`config.mk`:
```
export PLATFORM = sky130hd
export DESIGN_NAME = oltab_cell
export DESIGN_NICKNAME = d
export VERILOG_FILES = /design/src/hw/rtl/oltab_pkg.sv /design/src/hw/rtl/oltab_cell.sv
export SDC_FILE = /design/constraint.sdc
export NUM_CORES = 1
export LEC_CHECK = 0
export ABC_AREA = 0
export BUFFER_PORTS_ARGS = -buffer_cell sky130_fd_sc_hd__buf_4
export CORE_MARGIN = 10
export CORE_UTILIZATION = 42
export DETAILED_ROUTE_END_ITERATION = 12
export GPL_ROUTABILITY_DRIVEN = 0
export MAX_ROUTING_LAYER = met4
export PLACE_DENSITY = 0.95
export SYNTH_ARGS = -nofsm -noshare
export SYNTH_HDL_FRONTEND = slang
export SYNTH_SLANG_ARGS = --single-unit
```
`constraint.sdc`:
```
create_clock -name clk -period 11.1 [get_ports clk]
set_input_delay 2.22 -clock clk [delete_from_list [all_inputs] [get_ports clk]]
set_output_delay 2.22 -clock clk [all_outputs]
set_load 0.1 [all_outputs]
```
`src/hw/rtl/oltab_pkg.sv`:
```
// Shared types and constants for the ordered list table engine.
// No dependencies; the other files use scoped names, the testbench imports it.
`timescale 1ns / 1ps

package oltab_pkg;

  // Fixed payload widths of the request and response channels
  localparam int CMD_W     = 3;
  localparam int POS_IN_W  = 7;
  localparam int VALUE_W   = 32;
  localparam int STATUS_W  = 2;
  localparam int POS_OUT_W = 6;
  localparam int COUNT_W   = 7;

  // Command codes
  localparam logic [CMD_W-1:0] CMD_APPEND       = 3'd0;
  localparam logic [CMD_W-1:0] CMD_INSERT       = 3'd1;
  localparam logic [CMD_W-1:0] CMD_DELETE_AT    = 3'd2;
  localparam logic [CMD_W-1:0] CMD_DELETE_VALUE = 3'd3;
  localparam logic [CMD_W-1:0] CMD_FIND_FIRST   = 3'd4;
  localparam logic [CMD_W-1:0] CMD_FIND_LAST    = 3'd5;

  // Status codes
  localparam logic [STATUS_W-1:0] ST_OK        = 2'd0;
  localparam logic [STATUS_W-1:0] ST_FULL      = 2'd1;
  localparam logic [STATUS_W-1:0] ST_NOT_FOUND = 2'd2;
  localparam logic [STATUS_W-1:0] ST_RANGE     = 2'd3;

  // What every cell does with its word this cycle
  typedef enum logic [1:0] {
    D_HOLD,
    D_INSERT,   // cells above pos take left neighbor, cell at pos takes value
    D_DELETE    // cells at and above pos take right neighbor
  } data_op_t;

  // What every cell does with its match flag this cycle
  typedef enum logic [1:0] {
    F_HOLD,
    F_CAPTURE,     // flag = word matches value and cell is in use
    F_SHIFT_DOWN,  // flag moves toward cell 0
    F_SHIFT_UP     // flag moves toward the top cell
  } flag_op_t;

  typedef struct packed {
    data_op_t data_op;
    flag_op_t flag_op;
  } cell_ctrl_t;

endpackage

```
`src/hw/rtl/oltab_cell.sv`:
```
// One list cell: holds one entry word and one match flag, trades both with
// its neighbors under a broadcast control word. Depends on oltab_pkg.
`timescale 1ns / 1ps

module oltab_cell #(
  parameter int INDEX     = 0,
  parameter int DEPTH     = 64,
  parameter int WORD_BITS = 32
) (
  input  logic                         clk,
  input  oltab_pkg::cell_ctrl_t        ctrl,
  input  logic [$clog2(DEPTH)-1:0]     pos,
  input  logic [$clog2(DEPTH+1)-1:0]   count,
  input  logic [WORD_BITS-1:0]         value,
  input  logic [WORD_BITS-1:0]         left_data,
  input  logic [WORD_BITS-1:0]         right_data,
  input  logic                         left_flag,
  input  logic                         right_flag,
  output logic [WORD_BITS-1:0]         data,
  output logic                         flag
);

  localparam int IDX_W = $clog2(DEPTH);
  localparam int CNT_W = $clog2(DEPTH + 1);
  localparam logic [IDX_W-1:0] MY_IDX = IDX_W'(INDEX);
  localparam logic [CNT_W-1:0] MY_CNT = CNT_W'(INDEX);

  logic in_use;
  assign in_use = MY_CNT < count;

  always_ff @(posedge clk) begin
    case (ctrl.data_op)
      oltab_pkg::D_INSERT: begin
        if (MY_IDX > pos) begin
          data <= left_data;
        end else if (MY_IDX == pos) begin
          data <= value;
        end
      end
      oltab_pkg::D_DELETE: begin
        if (MY_IDX >= pos) begin
          data <= right_data;
        end
      end
      default: begin
      end
    endcase

    case (ctrl.flag_op)
      oltab_pkg::F_CAPTURE:    flag <= in_use && (data == value);
      oltab_pkg::F_SHIFT_DOWN: flag <= right_flag;
      oltab_pkg::F_SHIFT_UP:   flag <= left_flag;
      default: begin
      end
    endcase
  end

endmodule

```
==> flow_summary_export.csv <==
group,metric,value,unit
global_routing,grt_pass1_vias,1856,
clock_network,ctsResizeCount,0,
drt,drt-pass1-iter-count,4,
drt,post-route-drc-count,0,
floorplan,die_w,85.3,µm
yosys,synthXorXnorAreaFrac,16.2,%
drt,wl_per_cell,20.6,µm
global_routing,gr-usage-all-layers,16.5,%
timing,hold_viol,0,
floorplan,die_h,85.3,µm
clock_network,ctsHoldBuffers,0,
power,pwr-share-comb,17.0,%
power,p_int,0.261,mW
yosys,synth_cell_type_count,16,
timing,fmax,281,MHz
power,pwr_density_cell,116,nW/µm²
final_layout,nNetsFinal,359,
clock_network,cts_tree,"done",
global_routing,grt_overflow,0,
yosys,synth_compound_area_share,0.420,%
clock_network,cts-root-buf,"clkbuf_8",
global_routing,grt_pass1_wl,9070,µm
placement,place_ws,7230,ps
drt,wl,6040,µm
floorplan,core,4060,µm²
final_layout,drive_gt1_share,65.6,%
yosys,postSynthCellCount,122,
final_layout,syn_to_final_growth,59.9,%
drt,ant_nets,0,
hold_path,hold_depth,4,
clock_network,cts_buffers,5,
final_layout,diodes,0,
placement,placed_cell_area,2730,µm²
timing,finClkSkew,5.66,ps
run,cap_violations,0,
yosys,yosys.area_share.simple,6.22,%
critical_path,crit_type,"in -> reg",
drt,viasPerCell,5.08,
drt,vias,1493,
power,p_leak,1.21,nW
global_routing,antenna_found_initial,0,
yosys,synth-adder-area-share,0,%
critical_path,reg2regPathDepth,4,
critical_path,endpoint_kind,"flop",
power,irDropWorstVdd,119,µV
yosys,ys_seq_elements,33,
yosys,postSynthAreaPerCell,14.7,µm²
power,netSwitchingPower,0.0711,mW
critical_path,startpoint_type,"input pin",
final_layout,fin_area,2860,µm²
clock_network,clock_latency,290,ps
power,seqPwrFrac,42.2,%
timing,period_share,32.0,%
yosys,synth_top_family_by_area,"multiplexers",
placement,io_buffers,116,
power,swShare,21.4,%
yosys,yosys_warnings,0,
clock_network,clkSinkCount,33,
timing,rsz0062_at_grt,"false",
floorplan,num_rows,23,
drt,drtIter0Drc,32,
yosys,syn-num-nets,238,
power,clock_power_share,40.8,%
critical_path,cp.arrival,3500,ps
timing,slew_violations,0,
yosys,synth_mux_area_share,20.8,%
clock_network,post-cts-setup-buffers,0,
clock_network,htree_levels,2,
critical_path,cp_max_fo,32,
timing,fin_crit,3560,ps
floorplan,ios,149,
timing,tns,0,ps
yosys,syn_area,1790,µm²
clock_network,clkTransAtPathRegs,70,ps
timing,relSlewSlack,71.4,%
timing,setup_slack,7540,ps
floorplan,initial_core_util,44.1,%
floorplan,die_area,7270,µm²
yosys,yosysSeqAreaShare,55.4,%
timing,setup_viol,0,
clock_network,cts_max_path_buffers,2,
timing,tightest_slew,428,ps
final_layout,final_util,70.5,%
global_routing,grt_max_degree,33,
hold_path,min_path_type,"reg -> reg",
critical_path,critical_path_required,11040,ps
status,outcome,"finished, final reports clean",
## cell type report
cell class / count / area (µm²)
clock buffer: 5 / 68.8
multi-input combinational: 85 / 788
tap: 50 / 62.6
sequential: 33 / 991
fill: 292 / 1200
timing repair buffer: 118 / 886
clock inverter: 3 / 65.1
## sequential cells by signal (all words and copies together), names as in the netlist
name	count
flag	1
data	32
## per-stage QoR
stage	instances	power, mW	hold WS (ps)
floorplan	122	0.170	1340
global placement	286	0.198	833
detailed placement	286	0.200	860
CTS	294	0.335	868
global route	294	0.343	901
finish	294	0.332	871
## critical path, cell delays in order
cell and delay, ps:
buf_4 110, or4_1 520, nor4_2 210, buf_4 420
## final timing paths
kind	start	slack, ps	end
max	pos[3]	7540	data[28]
min	data[5]	870	flag
max reg2reg	data[16]	9560	flag
min reg2reg	data[5]	870	flag
## metal layers
layer | share of wire (%) | track usage (%) | vias to the layer above
met5 | 0 | - | -
met4 | 1.3 | 5.24 | 0
met2 | 55 | 30.3 | 79
met3 | 11 | 9.46 | 6
met1 | 33 | 13.6 | 702
li1 | - | - | 706
## cells in the mapped netlist, drive strengths merged
library cell | count | area (µm²)
nor2b | 1 | 6.26
nand4 | 2 | 12.5
edfxtp | 33 | 991
xnor2 | 5 | 43.8
xor2 | 28 | 245
nand3 | 1 | 5.00
buf | 3 | 15.0
clkbuf | 1 | 3.75
or2 | 1 | 6.26
mux2 | 33 | 372
nand2 | 1 | 3.75
nor4 | 8 | 50.1
or4 | 3 | 22.5
nor3 | 1 | 5.00
o31ai | 1 | 7.51
## logic make-up (layout without fill, tap and decap cells)
group / count (synthesis) / after routing
xor gates and xnor gates: 33 / 33
AOI/OAI and AO/OA: 1 / 1
and+or+nand+nor: 18 / 18
buffers and inverters: 4 / 126
muxes: 33 / 33
DFF: 33 / 33
## power groups by stage
stage	combinational (mW)	sequential, mW	clock (mW)
6_report	0.0566	0.140	0.135
2_1_floorplan	0.0179	0.152	0
4_1_cts	0.0573	0.140	0.138
5_1_grt	0.0605	0.140	0.142
3_5_place_dp	0.0568	0.143	0
3_3_place_gp	0.0550	0.143	0
## layout by cell type, fill, tap and decap left out, types with 3 or more instances in the layout
master,n
buf_4,118
clkbuf_8,5
edfxtp_1,33
mux2_2,31
nor4_1,7
or4_1,3
xnor2_1,5
xor2_1,28
(Power assumes the default switching activity.)
